### config.mk
export PLATFORM = sky130hd
export DESIGN_NAME = can_tx_slot_queue
export DESIGN_NICKNAME = d
export VERILOG_FILES = /design/src/hw/rtl/ctsq_pkg.sv /design/src/hw/rtl/can_tx_slot_queue.sv /design/src/hw/rtl/ctsq_ctrl.sv /design/src/hw/rtl/ctsq_dp.sv
export VERILOG_INCLUDE_DIRS = /design/src /design/src/hw/rtl
export SDC_FILE = /design/constraint.sdc
export NUM_CORES = 2
export LEC_CHECK = 0
export ABC_AREA = 1
export BUFFER_PORTS_ARGS = -buffer_cell sky130_fd_sc_hd__buf_2
export CORE_UTILIZATION = 51
export DETAILED_ROUTE_END_ITERATION = 12
export MAX_ROUTING_LAYER = met4
export PLACE_DENSITY = 0.68
export REMOVE_ABC_BUFFERS = 1
export SYNTH_ARGS = -nofsm -noshare
export SYNTH_HDL_FRONTEND = slang
export SYNTH_SLANG_ARGS = --single-unit
### constraint.sdc
create_clock -name clk -period 12.18 [get_ports clk]
set_input_delay 0 -clock clk [delete_from_list [all_inputs] [get_ports clk]]
set_output_delay 0 -clock clk [all_outputs]
set_load 0.1 [all_outputs]
### src/hw/rtl/can_tx_slot_queue_macros.svh
// Assertion macros shared by the transmit slot queue RTL.
// Depends on nothing; users must provide clk and rst_n in scope.
`ifndef CAN_TX_SLOT_QUEUE_MACROS_SVH
`define CAN_TX_SLOT_QUEUE_MACROS_SVH

// same-cycle implication, disabled in reset
`define CTSQ_ASSERT_NOW(label, ante, cons, msg) \
    label: assert property (@(posedge clk) disable iff (!rst_n) (ante) |-> (cons)) \
        else $error(msg);

// next-cycle implication, disabled in reset
`define CTSQ_ASSERT_NEXT(label, ante, cons, msg) \
    label: assert property (@(posedge clk) disable iff (!rst_n) (ante) |=> (cons)) \
        else $error(msg);

`endif

### src/hw/rtl/ctsq_pkg.sv
// Shared types and constants for the CAN transmit slot queue.
// No dependencies; used by ctsq_ctrl, ctsq_dp and can_tx_slot_queue.
`default_nettype none

package ctsq_pkg;

    // sizing
    localparam int SLOTS_DEF  = 32;
    localparam int CHUNK      = 8;
    localparam int CHUNK_W    = 3;
    localparam int ID_W       = 11;
    localparam int LEN_W      = 4;
    localparam int DATA_W     = 64;
    localparam int CNT_W      = 8;
    localparam int CFG_W      = 6;
    localparam int META_W     = ID_W + 1 + LEN_W;

    localparam logic [CFG_W-1:0] SLOT_COUNT_RST = 6'd32;
    localparam logic [LEN_W-1:0] MAX_LEN        = 4'd8;
    localparam logic [CNT_W-1:0] COUNT_MAX      = 8'hFF;

    // request kinds
    typedef enum logic [1:0] {
        MODE_SETUP = 2'd0,
        MODE_SEND  = 2'd1,
        MODE_DONE  = 2'd2,
        MODE_CLEAR = 2'd3
    } mode_t;

    // status codes
    localparam logic [1:0] STATUS_OK       = 2'd0;
    localparam logic [1:0] STATUS_OVERFLOW = 2'd1;
    localparam logic [1:0] STATUS_ILLEGAL  = 2'd2;

    // sync drop codes
    localparam logic [1:0] DROP_NONE    = 2'd0;
    localparam logic [1:0] DROP_MODULE  = 2'd1;
    localparam logic [1:0] DROP_WAITING = 2'd2;

    // controller to datapath
    typedef struct packed {
        logic capture;
        logic exec;
        logic scan;
        logic load;
        logic finish;
    } cmd_t;

    // datapath to controller
    typedef struct packed {
        logic go_scan;
        logic go_load;
        logic scan_hit;
        logic scan_last;
        logic out_free;
    } stat_t;

endpackage

`default_nettype wire

### src/hw/rtl/can_tx_slot_queue.sv
// Top level of the CAN transmit slot queue: controller plus datapath.
// Depends on ctsq_pkg, ctsq_ctrl and ctsq_dp.
//
//   channel  | handshake              | beat carries
//   ---------+------------------------+------------------------------------------
//   in       | in_valid / in_ready    | mode, slot_index, frame_id, ..., send_data
//   out      | out_valid / out_ready  | status, overflow_report, frame_valid, ...
//   cfg      | cfg_valid / cfg_ready  | cfg_slot_count
//
// An item passes through capture, execute and finish; a direct send adds a
// load step, and transmit done / clear sync with a pending count add a scan of
// up to ceil(SLOTS/8) chunks (and a load on a done hit): the scan unit walks 8 slot flags per cycle.
// Reset is asynchronous, active low; no clearing pass, the block is ready at once.
// The result sits in an output register; a stalled output only holds the
// item in its final cycle, so the next beat is taken once it moves on.
`default_nettype none

module can_tx_slot_queue
#(
    parameter int SLOTS = ctsq_pkg::SLOTS_DEF
)
(
    input  wire logic                           clk,
    input  wire logic                           rst_n,
    // item channel
    input  wire logic                           in_valid,
    output logic                                in_ready,
    input  wire logic [1:0]                     mode,
    input  wire logic [7:0]                     slot_index,
    input  wire logic [ctsq_pkg::ID_W-1:0]      frame_id,
    input  wire logic                           remote_request,
    input  wire logic [ctsq_pkg::LEN_W-1:0]     byte_count,
    input  wire logic                           sync_flag,
    input  wire logic [ctsq_pkg::DATA_W-1:0]    send_data,
    // result channel
    output logic                                out_valid,
    input  wire logic                           out_ready,
    output logic [1:0]                          status,
    output logic                                overflow_report,
    output logic                                frame_valid,
    output logic [ctsq_pkg::ID_W-1:0]           out_id,
    output logic                                out_rtr,
    output logic [ctsq_pkg::LEN_W-1:0]          out_length,
    output logic [ctsq_pkg::DATA_W-1:0]         out_data,
    output logic                                abort_request,
    output logic [1:0]                          sync_dropped,
    // configuration channel
    input  wire logic                           cfg_valid,
    output logic                                cfg_ready,
    input  wire logic [ctsq_pkg::CFG_W-1:0]     cfg_slot_count
);

    ctsq_pkg::cmd_t  cmd;
    ctsq_pkg::stat_t st;

    ctsq_ctrl u_ctrl
    (
        .clk      (clk),
        .rst_n    (rst_n),
        .in_valid (in_valid),
        .in_ready (in_ready),
        .st       (st),
        .cmd      (cmd)
    );

    ctsq_dp
    #(
        .SLOTS (SLOTS)
    )
    u_dp
    (
        .clk             (clk),
        .rst_n           (rst_n),
        .cmd             (cmd),
        .st              (st),
        .mode            (mode),
        .slot_index      (slot_index),
        .frame_id        (frame_id),
        .remote_request  (remote_request),
        .byte_count      (byte_count),
        .sync_flag       (sync_flag),
        .send_data       (send_data),
        .cfg_valid       (cfg_valid),
        .cfg_ready       (cfg_ready),
        .cfg_slot_count  (cfg_slot_count),
        .out_valid       (out_valid),
        .out_ready       (out_ready),
        .status          (status),
        .overflow_report (overflow_report),
        .frame_valid     (frame_valid),
        .out_id          (out_id),
        .out_rtr         (out_rtr),
        .out_length      (out_length),
        .out_data        (out_data),
        .abort_request   (abort_request),
        .sync_dropped    (sync_dropped)
    );

endmodule

`default_nettype wire

### src/hw/rtl/ctsq_ctrl.sv
// Sequencing state machine for the CAN transmit slot queue.
// Depends on ctsq_pkg and can_tx_slot_queue_macros.svh.
`default_nettype none
`include "can_tx_slot_queue_macros.svh"

module ctsq_ctrl
(
    input  wire logic           clk,
    input  wire logic           rst_n,
    input  wire logic           in_valid,
    output logic                in_ready,
    input  ctsq_pkg::stat_t     st,
    output ctsq_pkg::cmd_t      cmd
);

    typedef enum logic [4:0] {
        S_IDLE   = 5'b00001,
        S_EXEC   = 5'b00010,
        S_SCAN   = 5'b00100,
        S_LOAD   = 5'b01000,
        S_FINISH = 5'b10000
    } state_t;

    state_t state_reg;
    state_t state_next;

    // next state
    always_comb
    begin
        state_next = state_reg;
        unique case (state_reg)
            S_IDLE:
            begin
                if (in_valid)
                begin
                    state_next = S_EXEC;
                end
            end
            S_EXEC:
            begin
                priority if (st.go_scan)
                begin
                    state_next = S_SCAN;
                end
                else if (st.go_load)
                begin
                    state_next = S_LOAD;
                end
                else
                begin
                    state_next = S_FINISH;
                end
            end
            S_SCAN:
            begin
                priority if (st.scan_hit)
                begin
                    state_next = S_LOAD;
                end
                else if (st.scan_last)
                begin
                    state_next = S_FINISH;
                end
                else
                begin
                    state_next = S_SCAN;
                end
            end
            S_LOAD:
            begin
                state_next = S_FINISH;
            end
            S_FINISH:
            begin
                if (st.out_free)
                begin
                    state_next = S_IDLE;
                end
            end
            default:
            begin
                state_next = S_IDLE;
            end
        endcase
    end

    always_ff @(posedge clk or negedge rst_n)
    begin
        if (!rst_n)
        begin
            state_reg <= S_IDLE;
        end
        else
        begin
            state_reg <= state_next;
        end
    end

    // commands
    assign in_ready    = (state_reg == S_IDLE);
    assign cmd.capture = (state_reg == S_IDLE) && in_valid;
    assign cmd.exec    = (state_reg == S_EXEC);
    assign cmd.scan    = (state_reg == S_SCAN);
    assign cmd.load    = (state_reg == S_LOAD);
    assign cmd.finish  = (state_reg == S_FINISH) && st.out_free;

    // checks
    `CTSQ_ASSERT_NEXT(a_one_beat_per_item, in_valid && in_ready, !in_ready, "second beat taken while busy")
    `CTSQ_ASSERT_NEXT(a_idle_exit, state_reg == S_IDLE, state_reg == S_IDLE || state_reg == S_EXEC, "bad exit from idle")
    `CTSQ_ASSERT_NEXT(a_finish_hold, state_reg == S_FINISH && !st.out_free, state_reg == S_FINISH, "result dropped on full output")

endmodule

`default_nettype wire

### src/hw/rtl/ctsq_dp.sv
// Datapath of the CAN transmit slot queue: slot flags, slot memories,
// pending count, chunked scan unit and output register. Depends on ctsq_pkg
// and can_tx_slot_queue_macros.svh.
`default_nettype none
`include "can_tx_slot_queue_macros.svh"

module ctsq_dp
#(
    parameter int SLOTS = ctsq_pkg::SLOTS_DEF
)
(
    input  wire logic                           clk,
    input  wire logic                           rst_n,
    input  ctsq_pkg::cmd_t                      cmd,
    output ctsq_pkg::stat_t                     st,
    // item beat
    input  wire logic [1:0]                     mode,
    input  wire logic [7:0]                     slot_index,
    input  wire logic [ctsq_pkg::ID_W-1:0]      frame_id,
    input  wire logic                           remote_request,
    input  wire logic [ctsq_pkg::LEN_W-1:0]     byte_count,
    input  wire logic                           sync_flag,
    input  wire logic [ctsq_pkg::DATA_W-1:0]    send_data,
    // configuration
    input  wire logic                           cfg_valid,
    output logic                                cfg_ready,
    input  wire logic [ctsq_pkg::CFG_W-1:0]     cfg_slot_count,
    // result
    output logic                                out_valid,
    input  wire logic                           out_ready,
    output logic [1:0]                          status,
    output logic                                overflow_report,
    output logic                                frame_valid,
    output logic [ctsq_pkg::ID_W-1:0]           out_id,
    output logic                                out_rtr,
    output logic [ctsq_pkg::LEN_W-1:0]          out_length,
    output logic [ctsq_pkg::DATA_W-1:0]         out_data,
    output logic                                abort_request,
    output logic [1:0]                          sync_dropped
);

    localparam int NCHUNK = (SLOTS + ctsq_pkg::CHUNK - 1) / ctsq_pkg::CHUNK;
    localparam int PAD    = NCHUNK * ctsq_pkg::CHUNK;
    localparam int CW     = (NCHUNK > 1) ? $clog2(NCHUNK) : 1;
    localparam int SIW    = (SLOTS > 1) ? $clog2(SLOTS) : 1;
    localparam int CK     = ctsq_pkg::CHUNK;
    localparam int CKW    = ctsq_pkg::CHUNK_W;
    localparam int IW     = ctsq_pkg::ID_W;
    localparam int LW     = ctsq_pkg::LEN_W;
    localparam int DW     = ctsq_pkg::DATA_W;
    localparam int MW     = ctsq_pkg::META_W;
    localparam int NW     = 9;

    function automatic logic [CKW:0] popcnt(input logic [CK-1:0] v);
        logic [CKW:0] c;
        c = '0;
        for (int k = 0; k < CK; k++)
        begin
            c = c + (CKW+1)'(v[k]);
        end
        return c;
    endfunction

    // control state
    logic [SLOTS-1:0]                 full_reg, full_next;
    logic [SLOTS-1:0]                 sync_reg, sync_next;
    logic [SLOTS-1:0]                 mvalid_reg, mvalid_next;
    logic [ctsq_pkg::CNT_W-1:0]       count_reg, count_next;
    logic                             first_reg, first_next;
    logic                             sim_reg, sim_next;
    logic                             busy_reg, busy_next;
    logic [ctsq_pkg::CFG_W-1:0]       slot_count_reg, slot_count_next;
    logic [CW-1:0]                    chunk_reg, chunk_next;
    logic                             out_valid_reg, out_valid_next;

    // item and result registers
    ctsq_pkg::mode_t                  mode_reg;
    logic [7:0]                       idx_reg;
    logic [IW-1:0]                    id_reg;
    logic                             rtr_reg;
    logic [LW-1:0]                    len_reg;
    logic                             sflag_reg;
    logic [DW-1:0]                    data_reg;
    logic [SIW-1:0]                   load_idx_reg, load_idx_next;
    logic [1:0]                       res_status_reg, res_status_next;
    logic                             res_ovf_reg, res_ovf_next;
    logic                             res_frame_reg, res_frame_next;
    logic [IW-1:0]                    res_id_reg, res_id_next;
    logic                             res_rtr_reg, res_rtr_next;
    logic [LW-1:0]                    res_len_reg, res_len_next;
    logic [DW-1:0]                    res_data_reg, res_data_next;
    logic                             res_abort_reg, res_abort_next;
    logic [1:0]                       res_drop_reg, res_drop_next;
    logic [1:0]                       out_status_reg;
    logic                             out_ovf_reg;
    logic                             out_frame_reg;
    logic [IW-1:0]                    out_id_reg;
    logic                             out_rtr_reg;
    logic [LW-1:0]                    out_len_reg;
    logic [DW-1:0]                    out_data_reg;
    logic                             out_abort_reg;
    logic [1:0]                       out_drop_reg;

    // slot memories
    logic [MW-1:0]                    meta_mem [SLOTS];
    logic [DW-1:0]                    pay_mem  [SLOTS];
    logic [MW-1:0]                    meta_rd_reg;
    logic [DW-1:0]                    pay_rd_reg;

    // decode
    logic [NW-1:0]                    n_use;
    logic                             legal;
    logic                             direct;
    logic [SIW-1:0]                   aidx;
    logic                             is_setup, is_send, is_done, is_clear;

    // scan unit
    logic [PAD-1:0]                   full_pad, sync_pad;
    logic [CK-1:0]                    full_ck, sync_ck, inuse_ck, cand;
    logic [CK-1:0]                    first_hot, sweep, clr;
    logic [CKW-1:0]                   enc;
    logic [CW+CKW-1:0]                found_full;
    logic [SIW-1:0]                   found;
    logic [CKW:0]                     pc;

    // memory access
    logic                             mem_rd;
    logic [SIW-1:0]                   rd_addr;

    // load formatting
    logic [MW-1:0]                    meta_eff;
    logic [LW-1:0]                    len_clamped;
    logic [DW-1:0]                    pay_src;
    logic [DW-1:0]                    pay_masked;

    assign cfg_ready = 1'b1;

    // item decode
    always_comb
    begin
        n_use = ({3'b000, slot_count_reg} > NW'(SLOTS)) ? NW'(SLOTS)
                                                         : {3'b000, slot_count_reg};
        is_setup = (mode_reg == ctsq_pkg::MODE_SETUP);
        is_send  = (mode_reg == ctsq_pkg::MODE_SEND);
        is_done  = (mode_reg == ctsq_pkg::MODE_DONE);
        is_clear = (mode_reg == ctsq_pkg::MODE_CLEAR);
        legal    = ({1'b0, idx_reg} < n_use);
        direct   = !busy_reg && (count_reg == '0);
        aidx     = idx_reg[SIW-1:0];
    end

    // one chunk of slot flags per cycle
    always_comb
    begin
        full_pad = '0;
        sync_pad = '0;
        full_pad[SLOTS-1:0] = full_reg;
        sync_pad[SLOTS-1:0] = sync_reg;
        full_ck = full_pad[{chunk_reg, CKW'(0)} +: CK];
        sync_ck = sync_pad[{chunk_reg, CKW'(0)} +: CK];
        for (int j = 0; j < CK; j++)
        begin
            inuse_ck[j] = (10'({chunk_reg, CKW'(j)}) < 10'(n_use));
        end
        cand      = full_ck & inuse_ck;
        first_hot = cand & (~cand + CK'(1));
        sweep     = cand & sync_ck;
        enc       = '0;
        for (int j = CK - 1; j >= 0; j--)
        begin
            if (cand[j])
            begin
                enc = CKW'(j);
            end
        end
        found_full = {chunk_reg, enc};
        found      = found_full[SIW-1:0];
        clr        = is_done ? first_hot : sweep;
        pc         = popcnt(sweep);
    end

    // status to controller
    assign st.go_scan   = (is_done || is_clear) && (count_reg != '0);
    assign st.go_load   = is_send && legal && direct;
    assign st.scan_hit  = is_done && (|cand);
    assign st.scan_last = (chunk_reg == CW'(NCHUNK - 1));
    assign st.out_free  = !out_valid_reg || out_ready;

    // frame formatting for the hardware buffer
    always_comb
    begin
        meta_eff    = mvalid_reg[load_idx_reg] ? meta_rd_reg : '0;
        len_clamped = (meta_eff[LW-1:0] > ctsq_pkg::MAX_LEN) ? ctsq_pkg::MAX_LEN
                                                              : meta_eff[LW-1:0];
        pay_src     = is_send ? data_reg : pay_rd_reg;
        for (int b = 0; b < 8; b++)
        begin
            pay_masked[b*8 +: 8] = (LW'(b) < len_clamped) ? pay_src[b*8 +: 8] : 8'h00;
        end
    end

    // next state of slot flags, counters and result
    always_comb
    begin
        full_next       = full_reg;
        sync_next       = sync_reg;
        mvalid_next     = mvalid_reg;
        count_next      = count_reg;
        first_next      = first_reg;
        sim_next        = sim_reg;
        busy_next       = busy_reg;
        slot_count_next = slot_count_reg;
        chunk_next      = chunk_reg;
        out_valid_next  = out_valid_reg;
        load_idx_next   = load_idx_reg;
        res_status_next = res_status_reg;
        res_ovf_next    = res_ovf_reg;
        res_frame_next  = res_frame_reg;
        res_id_next     = res_id_reg;
        res_rtr_next    = res_rtr_reg;
        res_len_next    = res_len_reg;
        res_data_next   = res_data_reg;
        res_abort_next  = res_abort_reg;
        res_drop_next   = res_drop_reg;

        if (cfg_valid)
        begin
            slot_count_next = cfg_slot_count;
        end

        // new item: clear result
        if (cmd.capture)
        begin
            chunk_next      = '0;
            res_status_next = ctsq_pkg::STATUS_OK;
            res_ovf_next    = 1'b0;
            res_frame_next  = 1'b0;
            res_id_next     = '0;
            res_rtr_next    = 1'b0;
            res_len_next    = '0;
            res_data_next   = '0;
            res_abort_next  = 1'b0;
            res_drop_next   = ctsq_pkg::DROP_NONE;
        end

        // first step of an item
        if (cmd.exec)
        begin
            unique case (mode_reg)
                ctsq_pkg::MODE_SETUP:
                begin
                    if (!legal)
                    begin
                        res_status_next = ctsq_pkg::STATUS_ILLEGAL;
                    end
                    else
                    begin
                        full_next[aidx]   = 1'b0;
                        sync_next[aidx]   = sflag_reg;
                        mvalid_next[aidx] = 1'b1;
                    end
                end
                ctsq_pkg::MODE_SEND:
                begin
                    if (!legal)
                    begin
                        res_status_next = ctsq_pkg::STATUS_ILLEGAL;
                    end
                    else
                    begin
                        if (full_reg[aidx])
                        begin
                            res_status_next = ctsq_pkg::STATUS_OVERFLOW;
                            res_ovf_next    = !first_reg;
                        end
                        if (direct)
                        begin
                            load_idx_next = aidx;
                        end
                        else
                        begin
                            full_next[aidx] = 1'b1;
                            if (count_reg != ctsq_pkg::COUNT_MAX)
                            begin
                                count_next = count_reg + 8'd1;
                            end
                        end
                    end
                end
                ctsq_pkg::MODE_DONE:
                begin
                    first_next = 1'b0;
                    sim_next   = 1'b0;
                    busy_next  = 1'b0;
                end
                ctsq_pkg::MODE_CLEAR:
                begin
                    if (sim_reg)
                    begin
                        sim_next       = 1'b0;
                        busy_next      = 1'b0;
                        res_abort_next = 1'b1;
                        res_drop_next  = ctsq_pkg::DROP_MODULE;
                    end
                end
                default:
                begin
                    res_status_next = ctsq_pkg::STATUS_OK;
                end
            endcase
        end

        // scan step over one chunk
        if (cmd.scan)
        begin
            for (int i = 0; i < SLOTS; i++)
            begin
                if ((chunk_reg == CW'(i >> CKW)) && clr[i % CK])
                begin
                    full_next[i] = 1'b0;
                end
            end
            if (is_done)
            begin
                if (|cand)
                begin
                    count_next    = count_reg - 8'd1;
                    load_idx_next = found;
                end
                else if (st.scan_last)
                begin
                    count_next = '0;
                end
            end
            else
            begin
                count_next = (count_reg > 8'(pc)) ? (count_reg - 8'(pc)) : '0;
                if (|sweep)
                begin
                    res_drop_next = ctsq_pkg::DROP_WAITING;
                end
            end
            if (!st.scan_last)
            begin
                chunk_next = chunk_reg + CW'(1);
            end
        end

        // load frame into the hardware buffer
        if (cmd.load)
        begin
            res_frame_next = 1'b1;
            res_id_next    = meta_eff[MW-1 -: IW];
            res_rtr_next   = meta_eff[LW];
            res_len_next   = len_clamped;
            res_data_next  = pay_masked;
            sim_next       = sync_reg[load_idx_reg];
            busy_next      = 1'b1;
        end

        // output register
        if (cmd.finish)
        begin
            out_valid_next = 1'b1;
        end
        else if (out_ready)
        begin
            out_valid_next = 1'b0;
        end
    end

    // control registers
    always_ff @(posedge clk or negedge rst_n)
    begin
        if (!rst_n)
        begin
            full_reg       <= '0;
            sync_reg       <= '0;
            mvalid_reg     <= '0;
            count_reg      <= '0;
            first_reg      <= 1'b1;
            sim_reg        <= 1'b0;
            busy_reg       <= 1'b0;
            slot_count_reg <= ctsq_pkg::SLOT_COUNT_RST;
            chunk_reg      <= '0;
            out_valid_reg  <= 1'b0;
        end
        else
        begin
            full_reg       <= full_next;
            sync_reg       <= sync_next;
            mvalid_reg     <= mvalid_next;
            count_reg      <= count_next;
            first_reg      <= first_next;
            sim_reg        <= sim_next;
            busy_reg       <= busy_next;
            slot_count_reg <= slot_count_next;
            chunk_reg      <= chunk_next;
            out_valid_reg  <= out_valid_next;
        end
    end

    // item, result and output payload
    always_ff @(posedge clk)
    begin
        if (cmd.capture)
        begin
            mode_reg  <= ctsq_pkg::mode_t'(mode);
            idx_reg   <= slot_index;
            id_reg    <= frame_id;
            rtr_reg   <= remote_request;
            len_reg   <= byte_count;
            sflag_reg <= sync_flag;
            data_reg  <= send_data;
        end
        load_idx_reg   <= load_idx_next;
        res_status_reg <= res_status_next;
        res_ovf_reg    <= res_ovf_next;
        res_frame_reg  <= res_frame_next;
        res_id_reg     <= res_id_next;
        res_rtr_reg    <= res_rtr_next;
        res_len_reg    <= res_len_next;
        res_data_reg   <= res_data_next;
        res_abort_reg  <= res_abort_next;
        res_drop_reg   <= res_drop_next;
        if (cmd.finish)
        begin
            out_status_reg <= res_status_reg;
            out_ovf_reg    <= res_ovf_reg;
            out_frame_reg  <= res_frame_reg;
            out_id_reg     <= res_id_reg;
            out_rtr_reg    <= res_rtr_reg;
            out_len_reg    <= res_len_reg;
            out_data_reg   <= res_data_reg;
            out_abort_reg  <= res_abort_reg;
            out_drop_reg   <= res_drop_reg;
        end
    end

    // slot memories: one write and one registered read each
    assign mem_rd  = (cmd.exec && st.go_load) || (cmd.scan && st.scan_hit);
    assign rd_addr = cmd.exec ? aidx : found;

    always_ff @(posedge clk)
    begin
        if (cmd.exec && is_setup && legal)
        begin
            meta_mem[aidx] <= {id_reg, rtr_reg, len_reg};
        end
        if (mem_rd)
        begin
            meta_rd_reg <= meta_mem[rd_addr];
        end
    end

    always_ff @(posedge clk)
    begin
        if (cmd.exec && is_send && legal)
        begin
            pay_mem[aidx] <= data_reg;
        end
        if (mem_rd)
        begin
            pay_rd_reg <= pay_mem[rd_addr];
        end
    end

    // ports
    assign out_valid       = out_valid_reg;
    assign status          = out_status_reg;
    assign overflow_report = out_ovf_reg;
    assign frame_valid     = out_frame_reg;
    assign out_id          = out_id_reg;
    assign out_rtr         = out_rtr_reg;
    assign out_length      = out_len_reg;
    assign out_data        = out_data_reg;
    assign abort_request   = out_abort_reg;
    assign sync_dropped    = out_drop_reg;

    // checks
    `CTSQ_ASSERT_NOW(a_len_clamped, out_valid_reg, out_len_reg <= ctsq_pkg::MAX_LEN, "length above eight")
    `CTSQ_ASSERT_NOW(a_frame_legal, out_valid_reg && out_frame_reg, out_status_reg != ctsq_pkg::STATUS_ILLEGAL, "frame on illegal slot")
    `CTSQ_ASSERT_NEXT(a_hit_decrements, cmd.scan && st.scan_hit, count_reg == $past(count_reg) - 8'd1, "scan hit without count step")
    `CTSQ_ASSERT_NEXT(a_load_busy, cmd.load, busy_reg, "load left buffer idle")

endmodule

`default_nettype wire
==> results by group <==
Clocking
  • CTS tree: yes
  • TritonCTS buffer count: 322
  • H-tree depth: 5
  • CTS Root Cell: clkbuf_16
  • Clk sinks: 3031
  • Reg clk slew, reported paths: 0.06 ns
  • Clock Tree Buf Depth: 4
  • Worst skew pair latency: 0.95 ns

Final layout
  • Max reg flops: 2048
  • Layout area overhead: 12.6%
  • Biggest register: u_dp.pay_mem
  • Cell Count, Final, Fillers Out: 13.9k
  • # nets final: 10.6k
  • Final instance area: 0.140 mm²
  • FF/Latch Area: 0.0903 mm²
  • Top flop regs: u_dp.pay_mem x2048, u_dp.meta_mem x512
  • Area of the multi-input gates: 0.0298 mm²
  • Layout cells sized above 1: 8.74%
  • Post-layout util: 58.0%
  • Fill count: 19.1k

Logic synthesis
  • Yosys cell types: 56
  • EDFF count, synth: 2898
  • Syn Std Cell Area: 0.124 mm²
  • Yosys top cell area share: 70.0%
  • Area leader, netlist: edfxtp_1
  • Mapped Cells: 10.3k
  • Largest cells by area after synthesis: edfxtp_1, nand3_1, nand2_1
  • Flops & latches, synth: 3031
  • Top-count cell post-synth: nand3_1
  • Sequential area share after synthesis: 72.6%
  • Prevailing post-synth register cell: edfxtp_1
  • Yosys warns: 0
  • Leading cell types by count after synthesis: nand3_1, edfxtp_1, nand2_1
  • Synth async-reset ratio: 3.99%
  • Avg Inst Size Synth: 12.0 µm²

Drt
  • Vias: 87.4k
  • WL final: 372000 µm
  • Drt pass-1 iters: 9
  • Via density per instance: 6.28
  • Antenna viol nets, final: 0
  • Post-route DRC: 0
  • Initial detailed-routing violation count: 13.1k
  • Drt wl/cell: 26.8 µm

GRT
  • First-pass GRT wire length: 540000 µm
  • Largest net degree at the start of global routing: 234
  • Vias in the first global route: 82.6k
  • Total gr overflow: 0
  • Initial antenna violation count: 12
  • All-Layer GR Usage: 30.7%

Worst setup path
  • Critical Path Max Stage Delay: 0.60 ns
  • Reg2reg start: u_dp.chunk_reg[0]
  • CP Class: flip-flop to flip-flop
  • Worst r2r dst: u_dp.count_reg[4]
  • CP Launch Type: flip-flop
  • WP data required: 13.01 ns
  • Crit path depth: 24
  • Worst-path cell chain: buf_4 -> inv_2 -> ha_1 -> nand2_1 -> nor2_1 -> nand3_1 -> nand2_1 -> nor2_1 -> inv_2 -> nor2_1 -> inv_1 -> ha_1 -> inv_1 -> fa_1 -> fa_1 -> fa_1 -> fa_1 -> inv_1 -> fa_1 -> o31ai_1 -> a21oi_1 -> nor2_1 -> inv_1 -> o311ai_1
  • WP buf/inv: 7
  • Setup slack, reg-to-reg: 5.65 ns
  • Crit path max-delay cell type: fa_1
  • Critical path launch point: u_dp.chunk_reg[0]
  • Reg2reg path depth: 24
  • Critical path's top delay family: adder cells
  • CP endpoint: u_dp.count_reg[4]
  • CP Capture Type: flip-flop
  • CP Max Fanout: 42
  • Worst path arrival time: 7.36 ns
  • Most frequent CP cell: fa_1

Outcome
  • Failing checks: slew limit
  • Outcome: finished, violations left

Floorplanning
  • IO Count: 192
  • Core area: 0.241 mm²
  • Die Width: 496 µm
  • Cell Rows: 180
  • Total die area: 0.246 mm²
  • Die height: 496 µm
  • Initial Util: 51.5%

Placed design
  • Placed cell count: 13.1k
  • Port Buffers: 190
  • Detailed Place HPWL: 176000 µm
  • Dpl cell area: 0.128 mm²
  • Routability Congestion: 0.922

STA
  • Period minus WS final: 6.53 ns
  • Slew Limit Fails: 89
  • Fin Hold WS: 0.155 ns
  • RSZ-0062 raised after global routing: no
  • Slew headroom: -5.89%
  • Slew @ Worst Pin: 1.59 ns
  • Final Hold Viols: 0
  • Clock Skew: 0.0674 ns
  • Final setup fails: 0
  • Crit share post-route: 53.6%
  • Max Freq: 153 MHz
  • TNS Setup: 0 ns

Power and ir drop
  • P_leak: 49.8 nW
  • Pwr Density: 237 mW/mm²
  • Peak VDD IR: 0.000308 V

Job
  • Max cap viols: 0

Min path
  • Hold Crit Class: input port to async pin
==> cell families (layout without fill, tap and decap cells) <==
kind of cell	after synthesis	count (layout)	share of synthesized area (%)
compound gates	351	351	1.61
simple gates	5819	5819	21.5
mux	7	7	0.0634
buf+inv	1086	1473	3.83
other cells	1	5	0.00302
fa+ha+maj	27	27	0.302
xor+xnor	12	12	0.0845
flops	3031	3031	72.6
==> metal layers <==
metal	GRT usage, %	up-vias	routed length (µm)
met3	4.93	1051	40600
li1	-	37700	-
met5	-	-	0
met4	12.8	0	17300
met2	47.2	5563	173000
met1	40.8	43000	141000
==> metrics by stage <==
step	worst slack [ns]	power, mW
2_1_floorplan	-79.39	20.8
3_3_place_gp	5.63	23.5
3_5_place_dp	5.68	23.7
4_1_cts	5.65	33.1
5_1_grt	5.15	34.8
6_report	5.65	33.2
==> timing repair <==
| action | CTS | global route |
|---|---|---|
| buffers inserted | 0 | 0 |
| gates resized for setup | 0 | 0 |
| hold endpoints to repair | 261 | 0 |
| hold buffers | 213 | 0 |
==> power by group <==
part	internal (mW)	leakage, nW	switching (mW)
logic	3.14	17.0	7.94
registers	12.2	27.9	0.495
clock network	5.50	4.86	3.94
==> tightest hold or removal path, cell delays in order <==
cell and delay (ns):
dlygate4sd3_1 0.51, dlygate4sd3_1 0.54, buf_4 0.19
==> layout by cell type, fill, tap and decap left out, types with 5 or more instances in the layout <==
cell type      instances
ha_1                  22
bufinv_16             26
dlygate4sd3_1        212
buf_12                14
edfxtp_1            2898
nor2_2                19
buf_2                189
xor2_1                11
nand3_1             3590
inv_1                323
o22ai_1               22
nor2_4                52
clkinv_1              73
dfrtp_1              118
mux2_2                 7
a22oi_1               18
inv_2                 12
a31oi_1                5
a21oi_1              132
clkinvlp_4             7
o221ai_1              19
o21a_1                 5
nor3_1                20
fa_1                   5
or2_2                 32
buf_4                163
nor2_1               145
o21ai_0              122
clkbuf_1              61
inv_6                  6
clkbuf_16            330
clkinv_2              44
dfxtp_1               12
nand4_1               15
nand3b_1              44
nand2_1             1886
==> layout make-up <==
type | count | share of cell area (%)
antenna | 4 | 0.00715
clock buffer | 395 | 6.10
clock inverter | 156 | 1.01
inverter | 343 | 0.936
multi-input combinational | 6217 | 21.3
sequential | 3031 | 64.5
tap | 3185 | 2.85
timing repair buffer | 579 | 3.29
==> how the worst min path moves through the flow <==
stage                                endpoint  slack [ns]  cells past startpoint
after floorplan           u_ctrl.state_reg[1]       -0.30                      0
after detailed placement       u_dp.out_valid        0.08                      1
after CTS                 u_ctrl.state_reg[0]        0.10                      3
final                     u_ctrl.state_reg[0]        0.15                      3
after global routing      u_ctrl.state_reg[0]        0.17                      3
after global placement         u_dp.out_valid        0.07                      1
Note: power is estimated with default switching activity, not from simulation.
